[src/rtl/core/wheel_velocity_pid_mixer_assert.svh]
// ----------------------------------------------------------------------------
// wheel velocity pid mixer assertion macros
// concurrent checks on i_clk, disabled while i_rst_n is low
// ----------------------------------------------------------------------------
`ifndef WHEEL_VELOCITY_PID_MIXER_ASSERT_SVH
`define WHEEL_VELOCITY_PID_MIXER_ASSERT_SVH
`ifndef SYNTHESIS
// antecedent implies consequent in the same cycle
`define WVPM_ASSERT_IMP(lbl, ante, cons) \
    lbl: assert property (@(posedge i_clk) disable iff (!i_rst_n) (ante) |-> cons) \
        else $error("wvpm check failed");
// antecedent implies consequent in the next cycle
`define WVPM_ASSERT_NXT(lbl, ante, cons) \
    lbl: assert property (@(posedge i_clk) disable iff (!i_rst_n) (ante) |=> cons) \
        else $error("wvpm check failed");
`else
`define WVPM_ASSERT_IMP(lbl, ante, cons)
`define WVPM_ASSERT_NXT(lbl, ante, cons)
`endif
`endif

[src/rtl/core/wvpm_pkg.sv]
// ----------------------------------------------------------------------------
// wvpm_pkg
// shared types, widths and constants of the wheel velocity pid mixer
// ----------------------------------------------------------------------------
package wvpm_pkg;

    localparam int WHEEL_COUNT  = 4;
    localparam int WHEEL_IDX_W  = $clog2(WHEEL_COUNT);

    // fixed thresholds of the mixer
    localparam int FORCE_THRESHOLD = 200;
    localparam int DIST_THRESHOLD  = 25;
    localparam int LATERAL_CENTER  = 2050;

    // shared multiplier and accumulator widths
    localparam int MAC_A_W  = 33;
    localparam int MAC_B_W  = 17;
    localparam int PROD_W   = MAC_A_W + MAC_B_W;
    localparam int ACC_W    = PROD_W + 1;

    // configuration port
    localparam int CFG_IDX_W  = 3;
    localparam int CFG_DATA_W = 24;

    typedef enum logic [CFG_IDX_W-1:0] {
        CFG_PROP_GAIN    = 3'd0,
        CFG_INTEG_GAIN   = 3'd1,
        CFG_DERIV_GAIN   = 3'd2,
        CFG_MAX_CURRENT  = 3'd3,
        CFG_MAX_INTEGRAL = 3'd4,
        CFG_DRIVE_SCALE  = 3'd5,
        CFG_STRAFE_SCALE = 3'd6,
        CFG_SPEED_SCALE  = 3'd7
    } t_cfg_idx;

    localparam logic [15:0] RST_PROP_GAIN    = 16'd30000;
    localparam logic [15:0] RST_INTEG_GAIN   = 16'd1000;
    localparam logic [15:0] RST_DERIV_GAIN   = 16'd0;
    localparam logic [14:0] RST_MAX_CURRENT  = 15'd10000;
    localparam logic [23:0] RST_MAX_INTEGRAL = 24'd100000;
    localparam logic [15:0] RST_DRIVE_SCALE  = 16'd256;
    localparam logic [15:0] RST_STRAFE_SCALE = 16'd256;
    localparam logic [15:0] RST_SPEED_SCALE  = 16'd256;

    typedef struct packed {
        logic signed [15:0] force_reading;
        logic        [11:0] lateral_reading;
        logic        [15:0] obstacle_distance;
        logic               move_enable;
        logic signed [15:0] speed_front_right;
        logic signed [15:0] speed_back_right;
        logic signed [15:0] speed_front_left;
        logic signed [15:0] speed_back_left;
    } t_in_item;

    typedef struct packed {
        logic signed [15:0] current_front_right;
        logic signed [15:0] current_back_right;
        logic signed [15:0] current_front_left;
        logic signed [15:0] current_back_left;
    } t_out_item;

    // one multiply request to the shared unit
    typedef struct packed {
        logic valid;
        logic clr;
    } t_mac_ctl;

endpackage

[src/rtl/core/wvpm_mac.sv]
// ----------------------------------------------------------------------------
// wvpm_mac
// shared signed multiplier with registered product and accumulator
// ----------------------------------------------------------------------------
module wvpm_mac (
    input  logic                                 i_clk,
    input  logic                                 i_rst_n,
    input  wvpm_pkg::t_mac_ctl                   i_ctl,
    input  logic signed [wvpm_pkg::MAC_A_W-1:0]  i_a,
    input  logic signed [wvpm_pkg::MAC_B_W-1:0]  i_b,
    output logic signed [wvpm_pkg::ACC_W-1:0]    o_acc
);

    logic signed [wvpm_pkg::PROD_W-1:0] w_prod;
    logic signed [wvpm_pkg::PROD_W-1:0] r_prod;
    wvpm_pkg::t_mac_ctl                 r_ctl_d;
    logic signed [wvpm_pkg::ACC_W-1:0]  r_acc;
    logic signed [wvpm_pkg::ACC_W-1:0]  n_acc;

    assign w_prod = i_a * i_b;

    // product stage
    always_ff @(posedge i_clk) begin
        if (!i_rst_n) begin
            r_ctl_d <= '0;
        end else begin
            r_ctl_d <= i_ctl;
        end
        if (i_ctl.valid) begin
            r_prod <= w_prod;
        end
    end

    // accumulate stage
    always_comb begin
        n_acc = r_acc;
        if (r_ctl_d.valid) begin
            n_acc = (r_ctl_d.clr ? '0 : r_acc)
                  + wvpm_pkg::ACC_W'(r_prod);
        end
    end

    always_ff @(posedge i_clk) begin
        r_acc <= n_acc;
    end

    assign o_acc = r_acc;

endmodule

[src/rtl/core/wheel_velocity_pid_mixer.sv]
// ----------------------------------------------------------------------------
// wheel_velocity_pid_mixer
// four wheel velocity mixer with per-wheel pid and anti-windup
// ----------------------------------------------------------------------------
// each input transaction carries a handle force, a lateral stick sample, an
// obstacle distance, a move flag and four raw wheel speeds; the block mixes
// them into four wheel targets (right wheels -(strafe+drive), left wheels
// drive-strafe, all zero without move), runs a pid per wheel against the
// scaled speeds and returns one transaction of four clamped currents. all
// products go through one shared 33x17 multiplier with a registered product
// and accumulator; every product passes an issue, a wait and a take state, and
// 18 products are needed (drive, strafe, then speed, p, d, i per wheel). an
// input transaction is taken only while the sequencer is idle, so a new one
// waits until the last is through. the drive and strafe products are followed
// by a target state, each wheel's products by an update state and the last
// update by an output state; with a free output the result turns valid in the
// same cycle as the sequencer returns to idle.
// the finished result sits in an output register, so a stalled output does
// not hold the next input off until a second result is ready.
// configuration is written through a plain write port (index, data) and is
// expected only while no transaction is in flight.
// ----------------------------------------------------------------------------
`include "wheel_velocity_pid_mixer_assert.svh"

module wheel_velocity_pid_mixer (
    input  logic                                    i_clk,
    input  logic                                    i_rst_n,
    // input channel
    input  logic                                    i_in_valid,
    output logic                                    o_in_stall,
    input  wvpm_pkg::t_in_item                      i_in_data,
    // output channel
    output logic                                    o_out_valid,
    input  logic                                    i_out_stall,
    output wvpm_pkg::t_out_item                     o_out_data,
    // configuration write port
    input  logic                                    i_cfg_we,
    input  logic [wvpm_pkg::CFG_IDX_W-1:0]          i_cfg_idx,
    input  logic [wvpm_pkg::CFG_DATA_W-1:0]         i_cfg_data
);

    localparam int TGT_W  = 33;   // target, drive, strafe, scaled speed
    localparam int ERR_W  = 32;   // saturated error
    localparam int DIFF_W = 33;   // error minus last error
    localparam int INT_W  = 25;   // integral, bounded by a 24-bit clamp
    localparam int CUR_W  = wvpm_pkg::ACC_W - 8;

    // sequencer states
    typedef enum logic [6:0] {
        ST_IDLE   = 7'b0000001,
        ST_ISSUE  = 7'b0000010,
        ST_WAIT   = 7'b0000100,
        ST_TAKE   = 7'b0001000,
        ST_TARGET = 7'b0010000,
        ST_UPDATE = 7'b0100000,
        ST_OUT    = 7'b1000000
    } t_state;

    // which product the shared unit works on
    typedef enum logic [2:0] {
        OP_DRIVE  = 3'd0,
        OP_STRAFE = 3'd1,
        OP_SPEED  = 3'd2,
        OP_PROP   = 3'd3,
        OP_DERIV  = 3'd4,
        OP_INTEG  = 3'd5
    } t_op;

    // configuration registers
    logic [15:0] r_prop_gain;
    logic [15:0] r_integ_gain;
    logic [15:0] r_deriv_gain;
    logic [14:0] r_max_current;
    logic [23:0] r_max_integral;
    logic [15:0] r_drive_scale;
    logic [15:0] r_strafe_scale;
    logic [15:0] r_speed_scale;

    // sequencer
    t_state                          r_state, n_state;
    t_op                             r_op, n_op;
    logic [wvpm_pkg::WHEEL_IDX_W-1:0] r_wheel, n_wheel;

    // working registers
    wvpm_pkg::t_in_item              r_in;
    logic signed [TGT_W-1:0]         r_drive;
    logic signed [TGT_W-1:0]         r_strafe;
    logic signed [TGT_W-1:0]         r_tgt_right;
    logic signed [TGT_W-1:0]         r_tgt_left;
    logic signed [ERR_W-1:0]         r_err;
    logic signed [DIFF_W-1:0]        r_diff;
    logic                            r_hit;
    logic signed [15:0]              r_cur   [wvpm_pkg::WHEEL_COUNT];
    logic signed [INT_W-1:0]         r_integ [wvpm_pkg::WHEEL_COUNT];
    logic signed [ERR_W-1:0]         r_last  [wvpm_pkg::WHEEL_COUNT];

    // output register
    logic                            r_out_valid;
    wvpm_pkg::t_out_item             r_out;

    // shared unit
    wvpm_pkg::t_mac_ctl                      w_ctl;
    logic signed [wvpm_pkg::MAC_A_W-1:0]     w_a;
    logic signed [wvpm_pkg::MAC_B_W-1:0]     w_b;
    logic signed [wvpm_pkg::ACC_W-1:0]       w_acc;

    // datapath helpers
    logic                            w_accept;
    logic                            w_out_free;
    logic                            w_last_wheel;
    logic                            w_drive_on;
    logic signed [13:0]              w_lat_c;
    logic signed [15:0]              w_speed [wvpm_pkg::WHEEL_COUNT];
    logic signed [TGT_W-1:0]         w_tgt;
    logic signed [TGT_W:0]           w_err_raw;
    logic signed [ERR_W-1:0]         w_err_sat;
    logic signed [TGT_W-1:0]         w_sd_sum;
    logic signed [CUR_W-1:0]         w_cur_full;
    logic signed [CUR_W-1:0]         w_cur_lim;
    logic signed [15:0]              w_cur;
    logic                            w_cur_hit;
    logic signed [ERR_W:0]           w_isum;
    logic signed [ERR_W:0]           w_ilim;
    logic signed [ERR_W:0]           w_inew;
    logic signed [INT_W-1:0]         w_iclamp;
    logic signed [16:0]              w_olim;
    logic                            w_out_in_range;

    // ------------------------------------------------------------------
    // configuration writes, bits above a register's width are dropped
    // ------------------------------------------------------------------
    always_ff @(posedge i_clk) begin
        if (!i_rst_n) begin
            r_prop_gain    <= wvpm_pkg::RST_PROP_GAIN;
            r_integ_gain   <= wvpm_pkg::RST_INTEG_GAIN;
            r_deriv_gain   <= wvpm_pkg::RST_DERIV_GAIN;
            r_max_current  <= wvpm_pkg::RST_MAX_CURRENT;
            r_max_integral <= wvpm_pkg::RST_MAX_INTEGRAL;
            r_drive_scale  <= wvpm_pkg::RST_DRIVE_SCALE;
            r_strafe_scale <= wvpm_pkg::RST_STRAFE_SCALE;
            r_speed_scale  <= wvpm_pkg::RST_SPEED_SCALE;
        end else if (i_cfg_we) begin
            case (wvpm_pkg::t_cfg_idx'(i_cfg_idx))
                wvpm_pkg::CFG_PROP_GAIN:    r_prop_gain    <= i_cfg_data[15:0];
                wvpm_pkg::CFG_INTEG_GAIN:   r_integ_gain   <= i_cfg_data[15:0];
                wvpm_pkg::CFG_DERIV_GAIN:   r_deriv_gain   <= i_cfg_data[15:0];
                wvpm_pkg::CFG_MAX_CURRENT:  r_max_current  <= i_cfg_data[14:0];
                wvpm_pkg::CFG_MAX_INTEGRAL: r_max_integral <= i_cfg_data[23:0];
                wvpm_pkg::CFG_DRIVE_SCALE:  r_drive_scale  <= i_cfg_data[15:0];
                wvpm_pkg::CFG_STRAFE_SCALE: r_strafe_scale <= i_cfg_data[15:0];
                wvpm_pkg::CFG_SPEED_SCALE:  r_speed_scale  <= i_cfg_data[15:0];
                default: ;
            endcase
        end
    end

    // ------------------------------------------------------------------
    // handshakes
    // ------------------------------------------------------------------
    assign o_in_stall   = (r_state != ST_IDLE);
    assign w_accept     = i_in_valid && !o_in_stall;
    assign w_out_free   = !r_out_valid || !i_out_stall;
    assign w_last_wheel = (r_wheel == wvpm_pkg::WHEEL_IDX_W'(wvpm_pkg::WHEEL_COUNT - 1));
    assign o_out_valid  = r_out_valid;
    assign o_out_data   = r_out;

    // wheel order: front right, back right, front left, back left
    assign w_speed[0] = r_in.speed_front_right;
    assign w_speed[1] = r_in.speed_back_right;
    assign w_speed[2] = r_in.speed_front_left;
    assign w_speed[3] = r_in.speed_back_left;

    // centered stick sample, -2050 .. 2045
    assign w_lat_c = $signed({2'b00, r_in.lateral_reading}) - 14'(wvpm_pkg::LATERAL_CENTER);

    // drive only with enough push and room ahead
    assign w_drive_on = (r_in.force_reading > 16'(wvpm_pkg::FORCE_THRESHOLD))
                     && (r_in.obstacle_distance > 16'(wvpm_pkg::DIST_THRESHOLD));

    // ------------------------------------------------------------------
    // operand select for the shared multiplier
    // ------------------------------------------------------------------
    always_comb begin
        w_ctl.valid = (r_state == ST_ISSUE);
        w_ctl.clr   = (r_op != OP_DERIV) && (r_op != OP_INTEG);
        w_a         = '0;
        w_b         = '0;
        case (r_op)
            OP_DRIVE: begin
                w_a = wvpm_pkg::MAC_A_W'(r_in.force_reading);
                w_b = $signed({1'b0, r_drive_scale});
            end
            OP_STRAFE: begin
                w_a = wvpm_pkg::MAC_A_W'(w_lat_c);
                w_b = $signed({1'b0, r_strafe_scale});
            end
            OP_SPEED: begin
                w_a = wvpm_pkg::MAC_A_W'(w_speed[r_wheel]);
                w_b = $signed({1'b0, r_speed_scale});
            end
            OP_PROP: begin
                w_a = wvpm_pkg::MAC_A_W'(r_err);
                w_b = $signed({1'b0, r_prop_gain});
            end
            OP_DERIV: begin
                w_a = wvpm_pkg::MAC_A_W'(r_diff);
                w_b = $signed({1'b0, r_deriv_gain});
            end
            OP_INTEG: begin
                w_a = wvpm_pkg::MAC_A_W'(r_integ[r_wheel]);
                w_b = $signed({1'b0, r_integ_gain});
            end
            default: ;
        endcase
    end

    wvpm_mac u_mac (
        .i_clk   (i_clk),
        .i_rst_n (i_rst_n),
        .i_ctl   (w_ctl),
        .i_a     (w_a),
        .i_b     (w_b),
        .o_acc   (w_acc)
    );

    // ------------------------------------------------------------------
    // per-wheel arithmetic around the shared unit
    // ------------------------------------------------------------------
    // right wheels are 0 and 1, left wheels 2 and 3
    assign w_tgt     = r_wheel[1] ? r_tgt_left : r_tgt_right;
    assign w_err_raw = (TGT_W + 1)'(w_tgt) - (TGT_W + 1)'($signed(w_acc[TGT_W-1:0]));

    // error saturates to the signed 32-bit range
    always_comb begin
        if (w_err_raw[TGT_W] != w_err_raw[ERR_W-1] || w_err_raw[TGT_W-1] != w_err_raw[ERR_W-1]) begin
            w_err_sat = w_err_raw[TGT_W] ? {1'b1, {(ERR_W-1){1'b0}}}
                                         : {1'b0, {(ERR_W-1){1'b1}}};
        end else begin
            w_err_sat = w_err_raw[ERR_W-1:0];
        end
    end

    assign w_sd_sum = r_strafe + r_drive;

    // floor shift by 8 is a plain drop of the fraction bits
    assign w_cur_full = w_acc[wvpm_pkg::ACC_W-1:8];
    assign w_cur_lim  = $signed(CUR_W'(r_max_current));

    always_comb begin
        if (w_cur_full > w_cur_lim) begin
            w_cur     = 16'(w_cur_lim);
            w_cur_hit = 1'b1;
        end else if (w_cur_full < -w_cur_lim) begin
            w_cur     = 16'(-w_cur_lim);
            w_cur_hit = 1'b1;
        end else begin
            w_cur     = w_cur_full[15:0];
            w_cur_hit = 1'b0;
        end
    end

    // anti-windup: saturated output clears the integral
    assign w_isum = (ERR_W + 1)'(r_err) + (ERR_W + 1)'(r_integ[r_wheel]);
    assign w_ilim = $signed((ERR_W + 1)'(r_max_integral));
    assign w_inew = r_hit ? '0 : w_isum;

    always_comb begin
        if (w_inew > w_ilim) begin
            w_iclamp = INT_W'(w_ilim);
        end else if (w_inew < -w_ilim) begin
            w_iclamp = INT_W'(-w_ilim);
        end else begin
            w_iclamp = w_inew[INT_W-1:0];
        end
    end

    // ------------------------------------------------------------------
    // sequencer
    // ------------------------------------------------------------------
    always_comb begin
        n_state = r_state;
        n_op    = r_op;
        n_wheel = r_wheel;
        case (r_state)
            ST_IDLE: begin
                if (w_accept) begin
                    n_state = ST_ISSUE;
                    n_op    = OP_DRIVE;
                    n_wheel = '0;
                end
            end
            ST_ISSUE: n_state = ST_WAIT;
            ST_WAIT:  n_state = ST_TAKE;
            ST_TAKE: begin
                case (r_op)
                    OP_DRIVE: begin
                        n_op    = OP_STRAFE;
                        n_state = ST_ISSUE;
                    end
                    OP_STRAFE: n_state = ST_TARGET;
                    OP_SPEED: begin
                        n_op    = OP_PROP;
                        n_state = ST_ISSUE;
                    end
                    OP_PROP: begin
                        n_op    = OP_DERIV;
                        n_state = ST_ISSUE;
                    end
                    OP_DERIV: begin
                        n_op    = OP_INTEG;
                        n_state = ST_ISSUE;
                    end
                    OP_INTEG: n_state = ST_UPDATE;
                    default:  n_state = ST_IDLE;
                endcase
            end
            ST_TARGET: begin
                n_op    = OP_SPEED;
                n_state = ST_ISSUE;
            end
            ST_UPDATE: begin
                if (w_last_wheel) begin
                    n_state = ST_OUT;
                end else begin
                    n_wheel = r_wheel + 1'b1;
                    n_op    = OP_SPEED;
                    n_state = ST_ISSUE;
                end
            end
            ST_OUT: begin
                if (w_out_free) begin
                    n_state = ST_IDLE;
                end
            end
            default: n_state = ST_IDLE;
        endcase
    end

    always_ff @(posedge i_clk) begin
        if (!i_rst_n) begin
            r_state <= ST_IDLE;
            r_op    <= OP_DRIVE;
            r_wheel <= '0;
        end else begin
            r_state <= n_state;
            r_op    <= n_op;
            r_wheel <= n_wheel;
        end
    end

    // ------------------------------------------------------------------
    // working registers
    // ------------------------------------------------------------------
    always_ff @(posedge i_clk) begin
        if (w_accept) begin
            r_in <= i_in_data;
        end
        if (r_state == ST_TAKE) begin
            case (r_op)
                OP_DRIVE:  r_drive  <= w_drive_on ? $signed(w_acc[TGT_W-1:0]) : '0;
                OP_STRAFE: r_strafe <= $signed(w_acc[TGT_W-1:0]);
                OP_SPEED:  r_err    <= w_err_sat;
                OP_PROP:   r_diff   <= DIFF_W'(r_err) - DIFF_W'(r_last[r_wheel]);
                OP_INTEG: begin
                    r_cur[r_wheel] <= w_cur;
                    r_hit          <= w_cur_hit;
                end
                default: ;
            endcase
        end
        if (r_state == ST_TARGET) begin
            r_tgt_right <= r_in.move_enable ? -w_sd_sum : '0;
            r_tgt_left  <= r_in.move_enable ? (r_drive - r_strafe) : '0;
        end
    end

    // wheel state, cleared by reset
    always_ff @(posedge i_clk) begin
        if (!i_rst_n) begin
            for (int i = 0; i < wvpm_pkg::WHEEL_COUNT; i++) begin
                r_integ[i] <= '0;
                r_last[i]  <= '0;
            end
        end else if (r_state == ST_UPDATE) begin
            r_integ[r_wheel] <= w_iclamp;
            r_last[r_wheel]  <= r_err;
        end
    end

    // ------------------------------------------------------------------
    // output register
    // ------------------------------------------------------------------
    always_ff @(posedge i_clk) begin
        if (!i_rst_n) begin
            r_out_valid <= 1'b0;
        end else if (r_state == ST_OUT && w_out_free) begin
            r_out_valid <= 1'b1;
        end else if (!i_out_stall) begin
            r_out_valid <= 1'b0;
        end
        if (r_state == ST_OUT && w_out_free) begin
            r_out.current_front_right <= r_cur[0];
            r_out.current_back_right  <= r_cur[1];
            r_out.current_front_left  <= r_cur[2];
            r_out.current_back_left   <= r_cur[3];
        end
    end

    // ------------------------------------------------------------------
    // checks
    // ------------------------------------------------------------------
    assign w_olim = $signed(17'(r_max_current));
    assign w_out_in_range =
        (17'(r_out.current_front_right) <= w_olim) && (17'(r_out.current_front_right) >= -w_olim)
     && (17'(r_out.current_back_right)  <= w_olim) && (17'(r_out.current_back_right)  >= -w_olim)
     && (17'(r_out.current_front_left)  <= w_olim) && (17'(r_out.current_front_left)  >= -w_olim)
     && (17'(r_out.current_back_left)   <= w_olim) && (17'(r_out.current_back_left)   >= -w_olim);

    `WVPM_ASSERT_NXT(a_accept_starts_mix, w_accept, (r_state == ST_ISSUE && r_op == OP_DRIVE))
    `WVPM_ASSERT_IMP(a_issue_to_take, r_state == ST_ISSUE, ##2 (r_state == ST_TAKE))
    `WVPM_ASSERT_IMP(a_out_clamped, r_out_valid, w_out_in_range)
    `WVPM_ASSERT_NXT(a_out_loaded, (r_state == ST_OUT && w_out_free), r_out_valid)

endmodule

[config.mk]
export PLATFORM = sky130hd
export DESIGN_NAME = wheel_velocity_pid_mixer
export DESIGN_NICKNAME = d
export VERILOG_FILES = /design/src/rtl/core/wvpm_pkg.sv /design/src/rtl/core/wvpm_mac.sv /design/src/rtl/core/wheel_velocity_pid_mixer.sv
export VERILOG_INCLUDE_DIRS = /design/src /design/src/rtl/core
export SDC_FILE = /design/constraint.sdc
export NUM_CORES = 2
export LEC_CHECK = 0
export BUFFER_PORTS_ARGS = -buffer_cell sky130_fd_sc_hd__buf_2
export CAP_MARGIN = 30
export CORE_UTILIZATION = 40
export CTS_CLUSTER_SIZE = 40
export DETAILED_ROUTE_END_ITERATION = 16
export PLACE_DENSITY_LB_ADDON = 0.1
export SLEW_MARGIN = 10
export SYNTH_ARGS = -nofsm -noshare
export SYNTH_HDL_FRONTEND = slang
export SYNTH_HIERARCHICAL = 1
export SYNTH_SLANG_ARGS = --single-unit
[constraint.sdc]
create_clock -name i_clk -period 23.9 [get_ports i_clk]
set_input_delay 2.39 -clock i_clk [delete_from_list [all_inputs] [get_ports i_clk]]
set_output_delay 2.39 -clock i_clk [all_outputs]
set_load 0.01 [all_outputs]
-- Word level (Yosys, flattened, before mapping)
Memories as Yosys holds them, arrays and structs flattened. A register that Yosys moved wholly into a read port is not among the register bits.
Index checks and enable logic that the tools add are counted.
- register bits after elaboration: 558
- memory bits (writable): 292
- input port bits: 141
- output and inout bits: 66
- logic and storage cells: 162
- memories: 3
- add/subtract/negate cells: 11
- multipliers: 1
- $lt $le $gt $ge: 7
- eq/ne operators: 30
- mux-type cells: 46
- bitwise logic cells: 1
- reductions and logical operators: 32
- memory list (memory ; words ; bits a word ; read ports ; clocked after Yosys merged registers in ; wr ports ; RTL line ; text):
    r_last ; 4 ; 32 ; 1 ; 1 ; 4 ; wheel_velocity_pid_mixer.sv:95 ; logic signed [ERR_W-1:0] r_last [wvpm_pkg::WHEEL_COUNT];
    r_integ ; 4 ; 25 ; 1 ; 1 ; 4 ; wheel_velocity_pid_mixer.sv:94 ; logic signed [INT_W-1:0] r_integ [wvpm_pkg::WHEEL_COUNT];
    r_cur ; 4 ; 16 ; 4 ; 4 ; 1 ; wheel_velocity_pid_mixer.sv:93 ; logic signed [15:0] r_cur [wvpm_pkg::WHEEL_COUNT];
- operators with widths (operator ; number):
    $pmux 33 s6 ; 1
    $mux 32 ; 3
    $pmux 16 s6 ; 1
    $mux 25 ; 3
    $mux 33 ; 2
    $mux 16 ; 4
    $add 51x51->51 ; 1
    $mux 51 ; 1
    $mul 33x17->50 ; 1
    $pmux 7 s7 ; 1
    $gt 43x16->1 ; 1
    $lt 43x43->1 ; 1
    $neg 15->43 ; 1
    $sub 33x33->34 ; 1
    $add 32x25->33 ; 1
    $add 33x33->33 ; 1
    $gt 33x25->1 ; 1
    $lt 33x33->1 ; 1
    $neg 24->33 ; 1
    $neg 33->33 ; 1
    $sub 32x32->33 ; 1
    $sub 33x33->33 ; 1
    $bmux 16 s2 ; 1
    $reduce_or 32->1 ; 1
    41 further kinds ; 96

-- Depth between registers and ports, before layout
- depth in word-level cells: 7
- mapped depth: 33
- gate-level depth less buffers: 32

-- Cells and area by module
The synthesis kept the hierarchy.
- by module, submodules not included (module ; instances ; cells each ; area an instance (um^2) ; sequential area each (um^2)):
    wheel_velocity_pid_mixer ; 1 ; 4071 ; 44661.6 ; 22851.9
    wvpm_mac ; 1 ; 2699 ; 25473.2 ; 3072.9

-- Worst setup path before layout
Ideal clock, no wire load.
- kind: register to register
- start: register r_in[87] in the netlist's numbering
- end: register u_mac/r_prod[43] in the netlist's numbering (data pin)
- library setup time: 0.274 ns
- arrival time: 7.770 ns
- required time: 23.626 ns
- slack: 15.856 ns
- stages on the path, launching flop included: 28
- buffers on the path: 1
- clock period less this slack: 8.044 ns
- cells stage by stage: edfxtp_1 or4_1 or3_1 or3_1 xnor2_1 o21ai_0 clkbuf_1 nand2_1 fa_1 fa_1 fa_1 inv_1 fa_1 fa_1 inv_1 fa_1 inv_1 ha_1 and3_1 and3_1 nand3_1 a2111oi_2 o21ai_1 a21oi_2 o41ai_4 o21ai_1 mux2i_1 o2111ai_1
- word-level cells in the longest chain between the ends: 3
- ends and longest elaborated chain (item ; RTL line ; text):
    start: declaration ; wheel_velocity_pid_mixer.sv:85 ; wvpm_pkg::t_in_item r_in;
    start signal: assignment ; wheel_velocity_pid_mixer.sv:356 ; r_in <= i_in_data;
    $sub 12x12->13 ; wheel_velocity_pid_mixer.sv:174 ; assign w_lat_c = $signed({2'b00, r_in.lateral_reading}) - 14'(wvpm_pkg::LATERAL_CENTER);
    $pmux 33 s6 ; wheel_velocity_pid_mixer.sv:188 ; case (r_op)
    via w_a (one bit) ; wheel_velocity_pid_mixer.sv:103 ; logic signed [wvpm_pkg::MAC_A_W-1:0] w_a;
    $mul 33x17->50 ; wvpm_mac.sv:20 ; assign w_prod = i_a * i_b;
    via u_mac.w_prod (one bit) ; wvpm_mac.sv:14 ; logic signed [wvpm_pkg::PROD_W-1:0] w_prod;
    end signal: assignment ; wvpm_mac.sv:30 ; r_prod <= w_prod;
    end: declaration ; wvpm_mac.sv:15 ; logic signed [wvpm_pkg::PROD_W-1:0] r_prod;
The timed path passes the listed nets, and every way through them passes these cells.
A chain may end at the register's enable or synchronous reset.

-- Worst setup path after layout
- start: register r_op[1]
- end: register u_mac/r_prod[43] in the netlist's numbering (data pin)
- word-level cells in the longest chain between the ends: 3
- elaborated cells between the ends (all ways): 9
- those cells by class: mul (1); eq/ne (5); mux (2); reduce/logical (1)
- ends and longest elaborated chain (item ; RTL line ; text):
    start: declaration ; wheel_velocity_pid_mixer.sv:81 ; t_op r_op, n_op;
    start signal: assignment ; wheel_velocity_pid_mixer.sv:346 ; r_op <= n_op;
    $eq 3x3->1 (tied with other cells) ; wheel_velocity_pid_mixer.sv:188 ;
    $pmux 33 s6 (*) ; wheel_velocity_pid_mixer.sv:188 ;
    via w_a (one bit) ; wheel_velocity_pid_mixer.sv:103 ;
    $mul 33x17->50 (*) ; wvpm_mac.sv:20 ;
    via u_mac.w_prod (one bit) ; wvpm_mac.sv:14 ;
Mark *: on every way through the listed nets, which the timed path passes. The rest lies on a longest branch.

==> run summary <==
Max Clk Rate -> 98.95 MHz
Core Footprint -> 174000 µm²
Register Area -> 25940 µm²
Final hold viol count -> 0
Crit path kind -> flip-flop to flip-flop
CP required -> 24.35 ns
Clock sinks -> 914
Top-count cell post-synth -> inv_1
Vias in the first global route -> 51018
Initial antenna violation count -> 21
Nets -> 8084
Worst-Margin Slew -> 1.065 ns
Post-CTS Resized -> 0
Largest area contributor in the netlist -> edfxtp_1
Layout area overhead -> 11.08%
Critical Path End Type -> flip-flop
ANT nets after route -> 0
H-tree levels -> 3
Worst relative slew slack -> 0.2893
Post-synth EDFFs -> 762
Initial drt markers -> 4194
Initial Utilization -> 0.4030
Xor/xnor cell area share of the yosys netlist -> 0.03297
Main combinational cell family by area after synthesis -> adder cells
Seq/Total Area, Yosys -> 0.3696
Fillers -> 16548
Root Driver -> clkbuf_16
Clk_skew -> 0.07421 ns
Final Max Tran Viols -> 0
DR pass1 iterations -> 6
Multi-input logic area -> 40160 µm²
Netlist cell types -> 106
Worst VDD drop -> 0.06672 mV
Syn. warnings -> 6
First-pass GRT wire length -> 319300 µm
Largest net degree at the start of global routing -> 80
# rows -> 153
Placement Setup Slack -> 13.82 ns
GR Util All Layers -> 0.2412
Syn Inst Count -> 6770
Reg clk slew, reported paths -> 0.06 ns
Postcts setup bufs -> 0
DP HPWL -> 157100 µm
Synth top area share -> 0.3263
Hold Buf Count CTS -> 0
Clk buf depth -> 3
Final setup fails -> 0
Syn Std Cell Area -> 70130 µm²
RSZ-0062 raised after global routing -> false
Mux share of post-synthesis cell area -> 0.03702
Post-layout min period -> 10.11 ns
Area share of and/or/nand/nor cells after synthesis -> 0.1471
Run status -> finished, final reports clean
CTS tree -> built
Crit share post-route -> 0.4228
Top cells by area, synth -> edfxtp_1 33%, fa_1 15%, ha_1 8.6%
Hold crit path type -> flip-flop to flip-flop
Gpl congestion -> 0.8804
#FFs+latches synth -> 914
Post-synthesis compound-gate area fraction -> 0.1119
CP Launch Type -> flip-flop
Synth top cells by count -> 819 x inv_1, 762 x edfxtp_1, 715 x nand2_1
Total gr overflow -> 0
CP max stage cell -> dfxtp_1
Via count -> 50554
Setup ws final -> 13.79 ns
I/O pins -> 207
Clock buffer count from CTS -> 104
Layout cells sized above 1 -> 0.1017
Setup_tns -> 0 ns
Post-synth ARST share -> 0
Max stage delay on crit path -> 0.88 ns
Die area -> 177000 µm²
Prevailing post-synth register cell -> edfxtp_1
Worst-Skew Late Latency -> 0.79 ns
Max-cap violations -> 0
Routed WL -> 212400 µm
Avg Cell Area, Syn -> 10.36 µm²
PwrDens -> 85.27 nW/µm²
CP dominant cell by count -> fa_1
Die Y -> 420.7 µm
Critical-path maximum fanout -> 27
Via/cell ratio -> 5.413
Adder-Cell Fraction of Synth Area -> 0.2403
DR DRC count -> 0
Port bufs -> 205
CP arrival -> 10.55 ns
Leak pwr -> 33.00 nW
Chip width -> 420.7 µm
Drt wl/cell -> 22.75 µm
[worst paths after layout]
| path | start | endpoint | slack (ns) | cells past startpoint |
|---|---|---|---|---|
| worst min register to register | r_cur[2][15] | o_out_data[31] | 0.40 | 0 |
| worst max-delay path | r_op[1] | u_mac/r_prod[43] | 13.79 | 29 |
| worst max register to register | r_op[1] | u_mac/r_prod[43] | 13.79 | 29 |
| worst min-delay path | r_cur[2][15] | o_out_data[31] | 0.40 | 0 |
[placed cells by master, fill, tap and decap left out, types with 146 or more instances in the layout]
cell type,count
edfxtp_1,762
nor2_1,363
a21o_1,177
o21ai_0,156
buf_2,205
a21oi_1,385
dfxtp_1,146
xnor2_1,200
and2_1,449
nand2_1,712
inv_1,817
fa_1,542
ha_1,480
[report_power, final]
group	internal (mW)	switching, mW	leakage [nW]
registers	1.91	0.0484	8.28
logic	1.09	1.89	22.9
clock network	0.999	0.709	1.78
total	4.00	2.64	33.0
[worst max-delay path, delay by kind of cell, from the launching register on]
kind	cells	cell delay, ns
adder cells (fa/ha/maj)	7	3.21
AND/OR/NAND/NOR	4	1.37
multiplexers	1	0.18
flip-flops	1	0.88
buffers and inverters	7	0.90
AO/OA/AOI/OAI	10	3.21
[cell type report]
cell class,count,area share
multi-input combinational,4750,0.5155
sequential,914,0.3329
inverter,823,0.03967
tap,2325,0.03734
clock buffer,125,0.03553
timing repair buffer,328,0.02719
clock inverter,71,0.01171
antenna,3,0.00009636
[per-layer routing]
layer	GRT usage	routed length (µm)	part of all wire	up-vias
met5	0	22	0.00010	-
met4	0.05436	4369	0.021	4
met3	0.03991	13670	0.064	227
met2	0.3911	98540	0.46	1424
met1	0.3374	95820	0.45	25479
li1	-	-	-	23420
[registers in the layout (all words and copies together) (netlist names), 24 cells and up, named ones only]
name / cells
r_err: 32
r_in: 108
o_out_data: 64
r_tgt_left: 33
r_max_integral: 24
r_last: 128
r_integ: 100
r_cur: 64
u_mac/r_prod: 50
u_mac/o_acc: 51
r_drive: 33
r_tgt_right: 32
r_diff: 33
r_strafe: 33
[kinds of logic (layout without fill, tap and decap cells)]
group | Yosys count | count (layout)
fa+ha+maj | 1022 | 1022
simple gates | 2103 | 2103
xor+xnor | 264 | 264
mux | 162 | 162
compound gates | 1190 | 1190
buf+inv | 1114 | 1347
other cells | 1 | 12
flops | 914 | 914
[metrics by stage]
step                        util  std cells  total power, mW  hold slack [ns]  instance area [µm²]
after floorplan                -       6778            3.989           0.4003                70160
after global placement    0.4249       9126            4.910           0.4019                73940
after detailed placement  0.4262       9138            4.949           0.4045                74170
after CTS                 0.4474       9334            6.684           0.4076                77850
after global routing      0.4477       9337            7.097           0.4130                77900
final                     0.4477       9339            6.643           0.3986                77910
Note: power is estimated with default switching activity, not from simulation.
